$ cat src/rtl/bps_pkg.sv
`timescale 1ns / 1ps
// ----------------------------------------------------------------------------
// bps_pkg
// Shared types and constants for the beep pattern sequencer.
// ----------------------------------------------------------------------------
package bps_pkg;

  localparam int unsigned TimeBitsDef = 24;
  localparam int unsigned FieldTimeW  = 24;
  localparam int unsigned RepeatW     = 16;
  localparam int unsigned CfgW        = 16;
  localparam int unsigned CompareW    = 15;
  localparam int unsigned ApbAddrW    = 3;
  localparam int unsigned ApbDataW    = 32;

  localparam logic [CfgW-1:0] TickStepRst   = 16'd10;
  localparam logic [CfgW-1:0] TonePeriodRst = 16'd500;

  // register index, taken from paddr[2]
  localparam logic RegTickStep   = 1'b0;
  localparam logic RegTonePeriod = 1'b1;

  typedef enum logic [1:0] {
    FN_TICK = 2'd0,
    FN_ON   = 2'd1,
    FN_OFF  = 2'd2,
    FN_LOAD = 2'd3
  } func_e;

  typedef enum logic [1:0] {
    PH_START  = 2'd0,
    PH_SOUND  = 2'd1,
    PH_PERIOD = 2'd2,
    PH_IDLE   = 2'd3
  } phase_e;

  typedef struct packed {
    func_e                 func;
    logic [FieldTimeW-1:0] on_time;
    logic [FieldTimeW-1:0] off_time;
    logic [RepeatW-1:0]    repeat_count;
  } item_t;

  typedef struct packed {
    logic [CfgW-1:0] tick_step;
    logic [CfgW-1:0] tone_period;
  } cfg_t;

  typedef struct packed {
    logic [CompareW-1:0] pwm_compare;
    phase_e              phase;
  } result_t;

endpackage

$ cat src/rtl/bps_cfg.sv
`timescale 1ns / 1ps
// ----------------------------------------------------------------------------
// bps_cfg
// APB register file holding tick step and tone period.
// ----------------------------------------------------------------------------
module bps_cfg (
  input  logic                          clk_i,
  input  logic                          rst_ni,
  input  logic                          psel,
  input  logic                          penable,
  input  logic                          pwrite,
  input  logic [bps_pkg::ApbAddrW-1:0]  paddr,
  input  logic [bps_pkg::ApbDataW-1:0]  pwdata,
  output logic [bps_pkg::ApbDataW-1:0]  prdata,
  output logic                          pready,
  output bps_pkg::cfg_t                 cfg_o
);

  logic [bps_pkg::CfgW-1:0] tick_step_q, tick_step_d;
  logic [bps_pkg::CfgW-1:0] tone_period_q, tone_period_d;
  logic                     wr_en;

  assign pready = 1'b1;
  assign wr_en  = psel && penable && pwrite;

  always_comb begin
    tick_step_d   = tick_step_q;
    tone_period_d = tone_period_q;
    if (wr_en) begin
      if (paddr[2] == bps_pkg::RegTickStep) begin
        tick_step_d = pwdata[bps_pkg::CfgW-1:0];
      end else begin
        tone_period_d = pwdata[bps_pkg::CfgW-1:0];
      end
    end
  end

  always_ff @(posedge clk_i or negedge rst_ni) begin
    if (!rst_ni) begin
      tick_step_q   <= bps_pkg::TickStepRst;
      tone_period_q <= bps_pkg::TonePeriodRst;
    end else begin
      tick_step_q   <= tick_step_d;
      tone_period_q <= tone_period_d;
    end
  end

  always_comb begin
    if (paddr[2] == bps_pkg::RegTickStep) begin
      prdata = bps_pkg::ApbDataW'(tick_step_q);
    end else begin
      prdata = bps_pkg::ApbDataW'(tone_period_q);
    end
  end

  assign cfg_o.tick_step   = tick_step_q;
  assign cfg_o.tone_period = tone_period_q;

endmodule

$ cat src/rtl/bps_in_stage.sv
`timescale 1ns / 1ps
// ----------------------------------------------------------------------------
// bps_in_stage
// Input register: captures one item beat and holds it until the core takes it.
// ----------------------------------------------------------------------------
module bps_in_stage (
  input  logic           clk_i,
  input  logic           rst_ni,
  input  logic           valid_i,
  output logic           ready_o,
  input  bps_pkg::item_t item_i,
  output logic           valid_o,
  input  logic           take_i,
  output bps_pkg::item_t item_o
);

  logic           vld_q, vld_d;
  bps_pkg::item_t item_q, item_d;

  // free when empty or when the held beat leaves this cycle
  assign ready_o = !vld_q || take_i;

  always_comb begin
    vld_d  = vld_q;
    item_d = item_q;
    if (ready_o) begin
      vld_d = valid_i;
      if (valid_i) begin
        item_d = item_i;
      end
    end
  end

  always_ff @(posedge clk_i or negedge rst_ni) begin
    if (!rst_ni) begin
      vld_q <= 1'b0;
    end else begin
      vld_q <= vld_d;
    end
  end

  always_ff @(posedge clk_i) begin
    item_q <= item_d;
  end

  assign valid_o = vld_q;
  assign item_o  = item_q;

endmodule

$ cat src/rtl/bps_core.sv
`timescale 1ns / 1ps
// ----------------------------------------------------------------------------
// bps_core
// Beep sequencer state, one step per item, and the result register.
// ----------------------------------------------------------------------------
module bps_core #(
  parameter int unsigned TIME_BITS = bps_pkg::TimeBitsDef
) (
  input  logic             clk_i,
  input  logic             rst_ni,
  input  bps_pkg::cfg_t    cfg_i,
  input  logic             valid_i,
  input  bps_pkg::item_t   item_i,
  output logic             take_o,
  output logic             valid_o,
  input  logic             ready_i,
  output bps_pkg::result_t result_o
);

  localparam int unsigned EW = TIME_BITS + 2;
  localparam int unsigned SW = EW + bps_pkg::CfgW + 1;
  localparam int unsigned XW = TIME_BITS + bps_pkg::FieldTimeW;

  bps_pkg::phase_e                 phase_q, phase_d;
  logic [TIME_BITS-1:0]            on_len_q, on_len_d;
  logic [TIME_BITS-1:0]            off_len_q, off_len_d;
  logic [bps_pkg::RepeatW-1:0]     beeps_q, beeps_d;
  logic [EW-1:0]                   elapsed_q, elapsed_d;
  logic [bps_pkg::CompareW-1:0]    compare_q, compare_d;
  logic                            out_vld_q, out_vld_d;
  bps_pkg::result_t                res_q, res_d;

  logic [SW-1:0]                   sum;
  logic [EW-1:0]                   adv;
  logic [EW-1:0]                   whole;
  logic [EW-1:0]                   on_e;
  logic [XW-1:0]                   on_x, off_x;
  logic [bps_pkg::CompareW-1:0]    snd;

  assign take_o = valid_i && (!out_vld_q || ready_i);

  assign sum   = SW'(elapsed_q) + SW'(cfg_i.tick_step);
  assign adv   = sum[EW-1:0];
  assign on_e  = EW'(on_len_q);
  assign whole = EW'(on_len_q) + EW'(off_len_q);
  assign on_x  = XW'(item_i.on_time);
  assign off_x = XW'(item_i.off_time);
  assign snd   = cfg_i.tone_period[bps_pkg::CfgW-1:1];

  always_comb begin
    phase_d   = phase_q;
    on_len_d  = on_len_q;
    off_len_d = off_len_q;
    beeps_d   = beeps_q;
    elapsed_d = elapsed_q;
    compare_d = compare_q;
    if (take_o) begin
      case (item_i.func)
        bps_pkg::FN_TICK: begin
          case (phase_q)
            bps_pkg::PH_START: begin
              if (on_len_q != '0) begin
                compare_d = snd;
                if (off_len_q != '0) begin
                  elapsed_d = '0;
                  phase_d   = bps_pkg::PH_SOUND;
                end else begin
                  phase_d = bps_pkg::PH_IDLE;
                end
              end else begin
                compare_d = '0;
                phase_d   = bps_pkg::PH_IDLE;
              end
            end
            bps_pkg::PH_SOUND: begin
              elapsed_d = adv;
              if (adv >= on_e) begin
                compare_d = '0;
                phase_d   = bps_pkg::PH_PERIOD;
              end
            end
            bps_pkg::PH_PERIOD: begin
              elapsed_d = adv;
              if (adv >= whole) begin
                // carry the remainder into the next beep
                elapsed_d = adv - whole;
                if (beeps_q == bps_pkg::RepeatW'(1)) begin
                  compare_d = '0;
                  phase_d   = bps_pkg::PH_IDLE;
                end else begin
                  compare_d = snd;
                  if (beeps_q != '0) begin
                    beeps_d = beeps_q - bps_pkg::RepeatW'(1);
                  end
                  phase_d = bps_pkg::PH_SOUND;
                end
              end
            end
            default: begin
              // idle: hold everything
            end
          endcase
        end
        bps_pkg::FN_ON: begin
          on_len_d  = TIME_BITS'(1);
          off_len_d = '0;
          beeps_d   = '0;
          phase_d   = bps_pkg::PH_START;
        end
        bps_pkg::FN_OFF: begin
          on_len_d  = '0;
          off_len_d = '0;
          beeps_d   = '0;
          phase_d   = bps_pkg::PH_START;
        end
        default: begin
          on_len_d  = on_x[TIME_BITS-1:0];
          off_len_d = off_x[TIME_BITS-1:0];
          beeps_d   = item_i.repeat_count;
          phase_d   = bps_pkg::PH_START;
        end
      endcase
    end
  end

  always_comb begin
    out_vld_d = out_vld_q;
    res_d     = res_q;
    if (take_o) begin
      out_vld_d         = 1'b1;
      res_d.pwm_compare = compare_d;
      res_d.phase       = phase_d;
    end else if (ready_i) begin
      out_vld_d = 1'b0;
    end
  end

  always_ff @(posedge clk_i or negedge rst_ni) begin
    if (!rst_ni) begin
      phase_q   <= bps_pkg::PH_START;
      on_len_q  <= '0;
      off_len_q <= '0;
      beeps_q   <= '0;
      elapsed_q <= '0;
      compare_q <= '0;
      out_vld_q <= 1'b0;
    end else begin
      phase_q   <= phase_d;
      on_len_q  <= on_len_d;
      off_len_q <= off_len_d;
      beeps_q   <= beeps_d;
      elapsed_q <= elapsed_d;
      compare_q <= compare_d;
      out_vld_q <= out_vld_d;
    end
  end

  always_ff @(posedge clk_i) begin
    res_q <= res_d;
  end

  assign valid_o  = out_vld_q;
  assign result_o = res_q;

endmodule

$ cat src/rtl/beep_pattern_sequencer.sv
`timescale 1ns / 1ps
// A result beat passes the input register, then the result register in the core.
// Throughput: one item per cycle while m_axis_tready holds; the input register
// and result register let a new beat in while a result waits on the master side.
// Each step is one add and compare on the elapsed counter in the core.
// Reset (rst_ni low, asynchronous) clears the sequencer to start pending with
// zero lengths and compare, tick step 10 and tone period 500.
// ----------------------------------------------------------------------------
// beep_pattern_sequencer
// Top level: stream ports, APB registers and the beep sequencer core.
// ----------------------------------------------------------------------------
module beep_pattern_sequencer #(
  parameter int unsigned TIME_BITS = bps_pkg::TimeBitsDef
) (
  input  logic                         clk_i,
  input  logic                         rst_ni,
  input  logic                         psel,
  input  logic                         penable,
  input  logic                         pwrite,
  input  logic [bps_pkg::ApbAddrW-1:0] paddr,
  input  logic [bps_pkg::ApbDataW-1:0] pwdata,
  output logic [bps_pkg::ApbDataW-1:0] prdata,
  output logic                         pready,
  input  logic                         s_axis_tvalid,
  output logic                         s_axis_tready,
  // [23:0] on_time, [47:24] off_time, [63:48] repeat_count
  input  logic [63:0]                  s_axis_tdata,
  // [1:0] func
  input  logic [1:0]                   s_axis_tuser,
  output logic                         m_axis_tvalid,
  input  logic                         m_axis_tready,
  // [14:0] pwm_compare, [16:15] phase, [23:17] zero
  output logic [23:0]                  m_axis_tdata
);

  bps_pkg::cfg_t    cfg;
  bps_pkg::item_t   in_item;
  bps_pkg::item_t   held_item;
  bps_pkg::result_t result;
  logic             held_vld;
  logic             take;

  assign in_item.func         = bps_pkg::func_e'(s_axis_tuser);
  assign in_item.on_time      = s_axis_tdata[23:0];
  assign in_item.off_time     = s_axis_tdata[47:24];
  assign in_item.repeat_count = s_axis_tdata[63:48];

  bps_cfg u_cfg (
    .clk_i   (clk_i),
    .rst_ni  (rst_ni),
    .psel    (psel),
    .penable (penable),
    .pwrite  (pwrite),
    .paddr   (paddr),
    .pwdata  (pwdata),
    .prdata  (prdata),
    .pready  (pready),
    .cfg_o   (cfg)
  );

  bps_in_stage u_in (
    .clk_i   (clk_i),
    .rst_ni  (rst_ni),
    .valid_i (s_axis_tvalid),
    .ready_o (s_axis_tready),
    .item_i  (in_item),
    .valid_o (held_vld),
    .take_i  (take),
    .item_o  (held_item)
  );

  bps_core #(
    .TIME_BITS (TIME_BITS)
  ) u_core (
    .clk_i    (clk_i),
    .rst_ni   (rst_ni),
    .cfg_i    (cfg),
    .valid_i  (held_vld),
    .item_i   (held_item),
    .take_o   (take),
    .valid_o  (m_axis_tvalid),
    .ready_i  (m_axis_tready),
    .result_o (result)
  );

  assign m_axis_tdata = {7'd0, result.phase, result.pwm_compare};

endmodule

$ cat config.mk
export PLATFORM = sky130hd
export DESIGN_NAME = beep_pattern_sequencer
export DESIGN_NICKNAME = d
export VERILOG_FILES = /design/src/rtl/bps_pkg.sv /design/src/rtl/bps_cfg.sv /design/src/rtl/bps_in_stage.sv /design/src/rtl/bps_core.sv /design/src/rtl/beep_pattern_sequencer.sv
export SDC_FILE = /design/constraint.sdc
export NUM_CORES = 1
export LEC_CHECK = 0
export ABC_AREA = 1
export BUFFER_PORTS_ARGS = -buffer_cell sky130_fd_sc_hd__buf_4
export CAP_MARGIN = 20
export CORE_MARGIN = 2
export CORE_UTILIZATION = 54
export CTS_CLUSTER_DIAMETER = 120
export CTS_CLUSTER_SIZE = 12
export DETAILED_ROUTE_END_ITERATION = 10
export PLACE_DENSITY = 0.78
export SLEW_MARGIN = 20
export SYNTH_ARGS = -nofsm -noshare
export SYNTH_HDL_FRONTEND = slang
export SYNTH_SLANG_ARGS = --single-unit
$ cat constraint.sdc
create_clock -name clk_i -period 9.5 [get_ports clk_i]
set_clock_uncertainty 0.05 [all_clocks]
set_input_delay 0.95 -clock clk_i [delete_from_list [all_inputs] [get_ports clk_i]]
set_output_delay 0.95 -clock clk_i [all_outputs]
set_load 0.005 [all_outputs]
Word-level counts from Yosys, hierarchy flattened

Cells that the tools add are included.

Input bits: 108
Bits in registers: 224

$lt $le $gt $ge: 2
Muxes and demuxes: 29
Reduce and logical (&&, ||, !) cells: 21
Bitwise operators: 2
Add/sub/neg operators: 4
Eq/ne operators: 11

Operators with widths:

| kind                                                                   | count |
|---|---|
| 15-bit two-way mux                                                     | 6 |
| 16-bit two-way mux                                                     | 5 |
| 26-bit two-way mux                                                     | 3 |
| 26-bit one-hot mux with 3 select lines                                 | 1 |
| 24-bit one-hot mux with 3 select lines                                 | 1 |
| 24-bit one-hot mux with 2 select lines                                 | 1 |
| 24-bit nonzero test                                                    | 2 |
| 15-bit one-hot mux with 3 select lines                                 | 1 |
| 16-bit one-hot mux with 2 select lines                                 | 1 |
| 26-bit by 16-bit adder with 26-bit output                              | 1 |
| 26-bit by 24-bit greater-or-equal comparator with 1-bit output         | 1 |
| 26-bit greater-or-equal comparator                                     | 1 |
| 26-bit subtractor                                                      | 1 |
| 24-bit by 24-bit adder with 25-bit output                              | 1 |
| 16-bit by 1-bit equality test with 1-bit output, second input constant | 1 |
| 16-bit nonzero test                                                    | 1 |
| 16-bit by 1-bit subtractor with 16-bit output, second input constant   | 1 |
| 2-bit two-way mux                                                      | 7 |
| 5-bit AND reduction                                                    | 2 |
| 2-bit by 1-bit != test with 1-bit output, second input constant        | 4 |
| 2-bit AND reduction                                                    | 4 |
| 2-bit one-hot mux with 3 select lines                                  | 1 |
| 2-bit by 1-bit equality test with 1-bit output, second input constant  | 2 |
| 2-bit equality test, second input constant                             | 2 |
| other kinds (10)                                                       | 18 |

Logic depth before layout (Yosys ltp)

Gate-level depths: netlist (run 1).

Depth after elaboration: 6
Mapped depth: 34

Modules after synthesis

A second synthesis (run 1) with hierarchy kept.

Cell total of the unflattened synthesis: 2017
Area total of the unflattened synthesis: 15456.1 um2

Modules (own cells, without submodules):

| module                 | cells each | times used | area an instance (um2) |
|---|---|---|---|
| bps_core               | 1724       | 1          | 11735.0 |
| bps_in_stage           | 72         | 1          | 2026.9 |
| bps_cfg                | 213        | 1          | 1637.8 |
| beep_pattern_sequencer | 8          | 1          | 56.3 |

Worst setup path before layout (run 1)

No wires, ideal clock.

Kind: register to register
From: register u_cfg.tick_step_q[0] in the netlist's numbering
To: register u_core.res_q (netlist bit u_core.result_o[0]) (data pin)
Arrival time: 3.564 ns
Data required time: 9.193 ns
Clock period less this slack: 3.871 ns
Setup slack: 5.629 ns
Stages on the path, launching flop included: 28
Cells stage by stage: dfrtp_1 -> ha_1 -> fa_1 -> nand2_1 -> nand2_1 -> nand3_1 -> nand2_1 -> xor2_1 -> inv_1 -> ha_1 -> nand2_1 -> a21oi_1 -> a211oi_1 -> o21ai_0 -> nand2_1 -> inv_1 -> nand2_1 -> nand3_2 -> nand2_1 -> nand2_2 -> nand3_4 -> nand2_4 -> buf_6 -> buf_6 -> o21ai_1 -> nand3_1 -> nand2_1 -> nand2_1

Longest elaborated chain between the ends: 6

RTL lines:

| what                                                                                                                        | RTL line                       | source |
|---|---|---|
| start: declaration                                                                                                          | bps_cfg.sv:19                  | `logic [bps_pkg::CfgW-1:0] tick_step_q, tick_step_d;` |
| start signal: assignment                                                                                                    | bps_cfg.sv:40                  | `tick_step_q <= bps_pkg::TickStepRst;` |
| start signal: assignment                                                                                                    | bps_cfg.sv:43                  | `tick_step_q <= tick_step_d;` |
| 26-bit by 16-bit adder with 26-bit output (*)                                                                               | bps_core.sv:42                 | `assign sum = SW'(elapsed_q) + SW'(cfg_i.tick_step);` |
| 26-bit greater-or-equal comparator / 26-bit by 24-bit greater-or-equal comparator with 1-bit output (equally long branches) | bps_core.sv:84, bps_core.sv:77 |  |
| 2-bit two-way mux (on tied branches)                                                                                        | bps_core.sv:84, bps_core.sv:77 |  |
| 2-bit one-hot mux with 3 select lines (*)                                                                                   | bps_core.sv:60                 | `case (phase_q)` |
| 2-bit two-way mux (*)                                                                                                       | bps_core.sv:58                 | `case (item_i.func)` |
| 2-bit two-way mux (*)                                                                                                       | bps_core.sv:57                 | `if (take_o) begin` |
| net u_core.phase_d[0]                                                                                                       | bps_core.sv:24                 | `bps_pkg::phase_e phase_q, phase_d;` |
| end signal: assignment                                                                                                      | bps_core.sv:159                | `res_q <= res_d;` |
| end: declaration                                                                                                            | bps_core.sv:31                 | `bps_pkg::result_t res_q, res_d;` |

Mark *: on every way through the listed nets, which the timed path passes. The rest lies on a longest branch.
A chain may end at the register's enable or synchronous reset.

Worst setup path in the final report (run 1)

From: register u_cfg.tick_step_q[2] in the netlist's numbering
To: register u_core.res_q (netlist bit u_core.result_o[11]) (data pin)

Longest elaborated chain between the ends: 6

RTL lines:

| what                                                                                                                        | RTL line                       | source |
|---|---|---|
| 26-bit by 16-bit adder with 26-bit output (*)                                                                               | bps_core.sv:42                 |  |
| 26-bit greater-or-equal comparator / 26-bit by 24-bit greater-or-equal comparator with 1-bit output (equally long branches) | bps_core.sv:84, bps_core.sv:77 |  |
| 15-bit two-way mux (on tied branches)                                                                                       | bps_core.sv:84, bps_core.sv:77 |  |
| 15-bit one-hot mux with 3 select lines (*)                                                                                  | bps_core.sv:60                 |  |
| 15-bit two-way mux (*)                                                                                                      | bps_core.sv:58                 |  |
| 15-bit two-way mux (*)                                                                                                      | bps_core.sv:57                 |  |
| net u_core.compare_d (one bit)                                                                                              | bps_core.sv:29                 | `logic [bps_pkg::CompareW-1:0] compare_q, compare_d;` |

Marked as above.

==> impl_metrics.ini, run 1 <==
[pwr]
powerDensity_nw_per_um2 = 232
power_frac_comb_pct = 45.5
power.leakage_uw = 0.00885
net-switching-power_uw = 1640
power.share.clock_pct = 20.6
vdd_drop_max_v = 0.000178
finalPower_uw = 3940
internal-power_uw = 2310
switching_share_pct = 41.5
pwr-share-seq_pct = 33.8

[timing]
final-hold-violation-count = 0
slew_viol_final = 0
layout_min_cycle_time_ns = 5.28
worst_pin_slew_ns = 1.14
period_share_pct = 55.6
max_slew_margin_pct = 23.9
finalSetupViolations = 0
max_freq_mhz = 189
tns_ns = 0
grt_setup_unrepaired = false

[route]
drtIter0Drc = 1188
remaining_drc_errors = 0
wl_per_cell_um = 14.8
via_per_inst = 5.36
drt_wl_total_um = 37500
ant_nets = 0
vias = 13617
dr.pass1.iters = 6

[floorplan]
die_h_um = 172
die-width_um = 172
ios = 167
num_rows = 61
coreArea_um2 = 27800
dieArea_um2 = 29600
initial_core_util_pct = 54.9

[clock_network]
clock_sinks = 224
post_cts_resized = 0
cts_max_level = 1
clk_path_buf_depth = 3
cts_buffers = 22
hold_buffers = 0
post_cts_buffers = 0
clk_latency_ns = 0.53
root_buffer = clkbuf_16
clk_pin_slew_worst_paths_ns = 0.06
cts_tree = done

[critical_path]
slowest_stage = nor2_4
end_kind = flop
crit_top_cell = nand2_1
start_kind = flop
critPathKind = flop to flop
critical_path_required_ns = 9.80
cp_max_fo = 39
max_stage_delay_ns = 0.60
cp.arrival_ns = 5.58
r2r_cells = 25

[logic_synthesis]
synth_most_common_cell = nand2_1
ys_ff_latch = 224
syn_area_um2 = 15300
ys_types = 50
avgSynthCellArea_um2 = 7.44
ys_top_cells_by_count = nand2_1, inv_1, nand3_1
ys_top_cells_by_area = dfrtp_1, nand2_1, edfxtp_1
ys.flop_type = dfrtp_1
synth_edf_count = 83
ys_seq_area_share_pct = 39.5
yosysTopAreaCellShare_pct = 21.8
synth_warnings = 0
yosysTopAreaCell = dfrtp_1
syn-instance-count = 2050
postSynth.asyncResetShare_pct = 62.9

[cells_and_area]
fill_cells = 2535
drive_gt1_share_pct = 10.9
fin_cells = 2540
area_growth_pct = 11.6
finalNetCount = 2352
insertedDiodeCount = 0

[global_route]
grt_pass1_vias = 12562
antenna_found_initial = 0
overflow = 0
grt_max_degree = 86
grt_usage_pct = 25.6
grt_pass1_wl_um = 61100

[place]
dp_hpwl_um = 28400
dp.cells = 2501
io_buffer_count = 124
place.gp.congestion = 0.973

[hold_path]
hold_path.class = input port to asynchronous set/reset pin

[flow_run]
cap_violations = 0

[outcome]
status = finished, final reports clean
[cells by family (layout without fill, tap and decap cells)]
family                     Yosys count  after routing  share of synthesized area [%]
and+or+nand+nor                   1094           1094                           31.4
AOI/OAI and AO/OA                  218            218                           7.99
xor gates and xnor gates            57             57                           3.27
buffers and inverters              358            448                           9.70
DFF                                224            224                           39.5
adders and majority gates           97             97                           8.10
other                                2             24                         0.0492
[placed cells by master (no fill, tap or decap), types with 3 or more instances in the layout]
cell and n:
nand2_1 672, inv_1 269, nand3_1 182, dfrtp_1 133, buf_4 131, nor2_1 99, o21ai_0 95, ha_1 94
edfxtp_1 83, a21oi_1 55, nand4_1 37, xor2_1 35, conb_1 24, clkbuf_16 23, xnor2_1 22, nand3b_1 20
nand2_2 19, o21ai_1 19, or2_2 17, clkbuf_1 15, o21bai_1 12, nor3_1 12, a31oi_1 10, nor2_2 9
nor4_1 8, dfstp_2 8, inv_2 7, a21o_1 6, a32o_1 5, nand3_2 4, nor2_4 4, a21boi_0 3
nand2_4 3, fa_1 3
[cell type report]
class | instances | area [um2] | area share, %
Tap cell | 378 | 473 | 2.78
Multi-Input combinational cell | 1490 | 7840 | 46.0
Sequential cell | 224 | 6030 | 35.4
Inverter | 277 | 1040 | 6.11
Clock buffer | 38 | 632 | 3.71
Timing Repair Buffer | 132 | 995 | 5.84
Clock inverter | 1 | 16.3 | 0.0955
[stage by stage]
stage / cell area [um2] / hold slack (ns) / worst slack, ns / util [%]
floorplan: 15300 / 0.399 / 5.63 / -
global placement: 16400 / 0.408 / 4.41 / 59.0
detailed placement: 16400 / 0.406 / 4.32 / 59.0
CTS: 17000 / 0.417 / 4.30 / 61.3
global route: 17000 / 0.444 / 3.82 / 61.3
finish: 17000 / 0.404 / 4.22 / 61.3
[worst max-delay path, delay by kind of cell (launching register included)]
family	cells	cell delay, ns
AND/OR/NAND/NOR	21	3.30
adder cells (fa/ha/maj)	2	0.77
XOR/XNOR	1	0.46
flip-flops	1	0.40
AO/OA/AOI/OAI	1	0.10
[power groups by stage]
stage	Clock (uW)	Combinational, uW	Sequential (uW)
after global placement	0	1720	1340
after detailed placement	0	1760	1350
after CTS	831	1780	1330
after floorplan	0	1340	1300
after global routing	872	2020	1360
final	814	1800	1330
[worst paths after layout]
path	end	slack, ns	startpoint
min	u_core.off_len_q[22]$_DFFE_PN0P_	0.40	rst_ni
min in group clk_i	u_core.off_len_q[14]$_DFFE_PN0P_	0.41	u_in.item_o[30]$_DFFE_PP_
max reg2reg	u_core.result_o[11]$_DFFE_PP_	4.22	u_cfg.tick_step_q[2]$_DFFE_PN0P_
max in group asynchronous	u_core.elapsed_q[0]$_DFFE_PN0P_	7.66	rst_ni
min reg2reg	u_core.off_len_q[14]$_DFFE_PN0P_	0.41	u_in.item_o[30]$_DFFE_PP_
max	u_core.result_o[11]$_DFFE_PP_	4.22	u_cfg.tick_step_q[2]$_DFFE_PN0P_
[routing by layer]
metal  wire (um)  global-route usage, %  share of wire, %  up-vias
met4         959                   7.23               2.6        0
met5           0                      0                 0        -
met2       17100                   41.3                46      453
li1            -                      -                 -     6763
met3        2060                   2.47               5.5       63
met1       17400                   36.8                46     6338
[registers in the layout, indices dropped and copies added (netlist names), 2 cells and up]
name and count:
u_cfg.tick_step_q 16, u_cfg.tone_period_q 16, u_core.beeps_q 16, u_core.compare_q 15, u_core.elapsed_q 26, u_core.off_len_q 24
u_core.on_len_q 24, u_core.phase_q 2, u_core.result_o 17, u_in.item_o 66
Note: power is estimated with default switching activity, not from simulation.
==> run 2: changes to the inputs <==
- clock period: 9.5 -> 5.2 ns (I/O delays scaled with it)
==> run 2 against run 1 <==
Compared with the run above: die area unchanged; register-to-register slack worse by 3.9 ns; critical endpoint is now u_core.result_o[6]$_DFFE_PP_; final area up 0.54%.
==> impl_metrics.ini, run 2 (same netlist as run 1, synthesis figures left out) <==
[route]
drt_wl_total_um = 37600
ant_nets = 0
vias = 13448
dr_wl_met3_um = 2160
remaining_drc_errors = 0
via_per_inst = 5.27
wl_per_cell_um = 14.7
dr.pass1.iters = 6
drtIter0Drc = 1107
wl_met1_um = 17300
highest_layer = met4
dr_wl_met2_um = 17300

[cells_and_area]
fill_cells = 2485
mostFrequentLayoutCell = nand2_1
area_growth_pct = 12.2
finalNetCount = 2364
drive_gt1_share_pct = 11.5
post-route-cell-area_um2 = 17100
insertedDiodeCount = 0
largest_reg_flops = 66
final_cell_mix = nand2_1, inv_1, nand3_1

[timing]
slew_viol_final = 0
finalSetupViolations = 0
layout_min_cycle_time_ns = 4.85
worst_pin_slew_ns = 1.02
tns_ns = 0
max_freq_mhz = 206
final-hold-violation-count = 0
max_slew_margin_pct = 31.9
period_share_pct = 93.3
grt_setup_unrepaired = false

[clock_network]
clk_latency_ns = 0.53
root_buffer = clkbuf_16
cts_max_level = 1
post_cts_buffers = 0
clock_sinks = 224
cts_tree = done
clk_path_buf_depth = 3
cts_buffers = 22
clk_pin_slew_worst_paths_ns = 0.06

[floorplan]
ios = 167
dieArea_um2 = 29600
coreArea_um2 = 27800
initial_core_util_pct = 54.9
num_rows = 61
die-width_um = 172
die_h_um = 172

[critical_path]
cp_max_fo = 18
critPathKind = flop to flop
r2r_end = u_core.result_o[6]$_DFFE_PP_
r2r_cells = 26
crit_top_cell = nand2_1
rrSetupSlack_ns = 0.35
end_kind = flop
max_stage_delay_ns = 0.58
critical_path_required_ns = 5.54
start_kind = flop
cp.arrival_ns = 5.20
worstSetupStartpoint = u_cfg.tick_step_q[0]$_DFFE_PN0P_
endpoint = u_core.result_o[6]$_DFFE_PP_
r2r_start = u_cfg.tick_step_q[0]$_DFFE_PN0P_
slowest_stage = nor2_2

[pwr]
powerDensity_nw_per_um2 = 422
power.leakage_uw = 0.00891
vdd_drop_max_v = 0.000352

[place]
placed_area_um2 = 16500
dp_hpwl_um = 28400
io_buffer_count = 124
place.gp.congestion = 0.957

[flow_run]
cap_violations = 0

[global_route]
grt_max_degree = 92
grt_pass1_wl_um = 60800
grt_pass1_vias = 12453
grt_usage_pct = 25.5
antenna_found_initial = 0
overflow = 0

[hold_path]
hold_path.class = input port to asynchronous set/reset pin

[outcome]
status = finished, final reports clean
run 2: what timing repair did:
action	in CTS	in global routing
setup endpoints to repair	0	10
gates resized for setup	0	2
hold buffers	0	0
run 2: area by class of cell:
cell class	instances	area, um2	share of cell area (%)
repair buffers	143	1080	6.29
well taps	378	473	2.76
inverters	277	1040	6.07
flip-flops and latches	224	6030	35.2
clock buffers	38	631	3.68
clock inverters	1	16.3	0.0950
multi-input cells	1491	7850	45.9
run 2: worst max-delay path: cells and delay by family, from the launching register on:
| family | cells | cell delay (ns) |
|---|---|---|
| AOI/OAI and AO/OA | 3 | 0.45 |
| buffers and inverters | 3 | 0.24 |
| xor gates and xnor gates | 1 | 0.31 |
| adders and majority gates | 3 | 1.14 |
| DFF | 1 | 0.43 |
| and+or+nand+nor | 16 | 2.11 |
run 2: worst min path at each step:
stage | endpoint | slack [ns]
6_report | u_core.off_len_q[22]$_DFFE_PN0P_ | 0.02
5_1_grt | u_core.off_len_q[19]$_DFFE_PN0P_ | 0.09
4_1_cts | u_core.off_len_q[19]$_DFFE_PN0P_ | 0.05
3_5_place_dp | u_core.off_len_q[14]$_DFFE_PN0P_ | 0.41
3_3_place_gp | u_core.off_len_q[14]$_DFFE_PN0P_ | 0.41
2_1_floorplan | u_cfg.tick_step_q[0]$_DFFE_PN0P_ | 0.17
run 2: metrics by stage:
stage               hold WS, ns  std cells  power [uW]  utilization, %  worst slack, ns
floorplan                 0.174       2072        4830               -             1.33
global placement          0.410       2512        5600            59.2            0.489
detailed placement        0.406       2512        5690            59.2            0.371
CTS                      0.0507       2551        7210            61.6            0.340
global route             0.0911       2552        7780            61.6           0.0577
finish                   0.0186       2552        7220            61.6            0.348
run 2: power breakdown:
group          internal (uW)  switching [uW]
sequential              2190             251
clock                    821             672
combinational           1230            2070
run 2: layer usage:
layer  up-vias  GRT usage (%)
li1       6797              -
met1      6177           36.2
met2       421           42.1
met5         -              0
met3        53           2.77
met4         0           6.17
==> run 3: changes to the inputs <==
- SETUP_SLACK_MARGIN: not set -> 0.5
==> run 3 against run 2 <==
Compared with the run above: routed wire length up 1.4%; final area grew 1.4%; worst hold slack got worse by 0.013 ns.
==> impl_metrics.ini, run 3 (same netlist as run 1, synthesis figures left out) <==
[cells_and_area]
fill_cells = 2440
largest_reg_flops = 66
area_growth_pct = 13.8
insertedDiodeCount = 0
drive_gt1_share_pct = 12.8
utilization_pct = 62.5
finalNetCount = 2375
mostFrequentLayoutCell = nand2_1
register_area_um2 = 6030
multiInputGateArea_um2 = 7990
final_cell_mix = nand2_1, inv_1, nand3_1

[timing]
worst_hold_slack_ns = 0.00611
slew_viol_final = 0
tns_ns = 0
finalSetupViolations = 0
max_freq_mhz = 224
max_slew_margin_pct = 32.1
period_share_pct = 86.0
worst_pin_slew_ns = 1.02
grt_setup_unrepaired = true
final-hold-violation-count = 0
layout_min_cycle_time_ns = 4.47

[floorplan]
die-width_um = 172
initial_core_util_pct = 54.9
dieArea_um2 = 29600
coreArea_um2 = 27800
die_h_um = 172
ios = 167
num_rows = 61

[critical_path]
cp_max_fo = 9
cp.depth = 33
cp.arrival_ns = 4.71
critical_path_required_ns = 5.44
worst-path-buf-inv = 5
end_kind = flop
slowest_stage = dfrtp_1
crit_top_cell = nand2_1
start_kind = flop
critPathKind = flop to flop
max_stage_delay_ns = 0.43
r2r_cells = 33
crit_family = simple AND/OR/NAND/NOR gates

[route]
ant_nets = 0
remaining_drc_errors = 0
dr.pass1.iters = 5
via_per_inst = 5.31
vias = 13614
drt_wl_total_um = 38100
drtIter0Drc = 1245
wl_per_cell_um = 14.9

[pwr]
internal-power_uw = 4260
power.leakage_uw = 0.00898
pwr-share-seq_pct = 33.6
power.share.clock_pct = 20.5
switching_share_pct = 41.5
net-switching-power_uw = 3020
vdd_drop_max_v = 0.000351
powerDensity_nw_per_um2 = 420
power_frac_comb_pct = 45.9

[flow_run]
cap_violations = 0

[clock_network]
clock_sinks = 224
root_buffer = clkbuf_16
clk_path_buf_depth = 3
cts_max_level = 1
cts_tree = done
cts_buffers = 22
clk_pin_slew_worst_paths_ns = 0.07
clk_latency_ns = 0.53

[place]
dp_hpwl_um = 28400
io_buffer_count = 124
place.gp.congestion = 0.957

[global_route]
grt_pass1_wl_um = 61000
grt_pass1_vias = 12476
grt_usage_pct = 25.6
antenna_found_initial = 0
overflow = 0
grt_max_degree = 92

[hold_path]
hold_path.class = input port to asynchronous set/reset pin

[outcome]
status = finished, final reports clean
==> run 3: power groups by stage <==
stage	combinational [uW]	clock [uW]	sequential, uW
after CTS	3260	1520	2430
after detailed placement	3230	0	2460
after global placement	3150	0	2450
final	3340	1500	2440
after floorplan	2450	0	2380
after global routing	3770	1590	2480
==> run 3: area by class of cell <==
cell class	instances	share of cell area, %
multi-input combinational	1492	46.0
sequential	224	34.7
clock inverter	1	0.0937
tap	378	2.72
clock buffer	38	3.63
timing repair buffer	153	6.82
inverter	277	5.99
==> run 3: per-layer routing <==
| metal | vias to the layer above | GRT usage, % | wire length [um] |
|---|---|---|---|
| li1 | 6816 | - | - |
| met2 | 464 | 42.1 | 17400 |
| met4 | 0 | 6.32 | 977 |
| met1 | 6261 | 36.3 | 17500 |
| met5 | - | 0 | 0 |
| met3 | 73 | 2.79 | 2200 |
==> run 3: worst paths after layout <==
path / startpoint / endpoint / slack (ns)
worst max-delay path: u_cfg.tick_step_q[0]$_DFFE_PN0P_ / u_core.result_o[5]$_DFFE_PP_ / 0.73
worst min-delay path: rst_ni / u_core.off_len_q[19]$_DFFE_PN0P_ / 0.006
worst max register to register: u_cfg.tick_step_q[0]$_DFFE_PN0P_ / u_core.result_o[5]$_DFFE_PP_ / 0.73
worst min register to register: u_in.item_o[30]$_DFFE_PP_ / u_core.off_len_q[14]$_DFFE_PN0P_ / 0.42
max in group asynchronous: rst_ni / u_core.on_len_q[8]$_DFFE_PN0P_ / 3.90
min in group clk_i: s_axis_tdata[61] / u_in.item_o[13]$_DFFE_PP_ / 0.11
==> run 3: what timing repair did <==
item,4_1_cts,5_1_grt
gates cloned,1,1
hold buffers,0,0
gates resized for setup,3,27
endpoints found under the setup margin,24,75
pin swaps,1,7
buffers inserted,0,10
==> run 3: through the flow <==
stage | setup slack, ns | instance area (um2) | cells | total power (uW)
floorplan | 1.33 | 15300 | 2072 | 4830
global placement | 0.489 | 16500 | 2512 | 5600
detailed placement | 0.371 | 16500 | 2512 | 5690
CTS | 0.552 | 17100 | 2552 | 7210
global route | 0.455 | 17400 | 2563 | 7850
finish | 0.729 | 17400 | 2563 | 7280
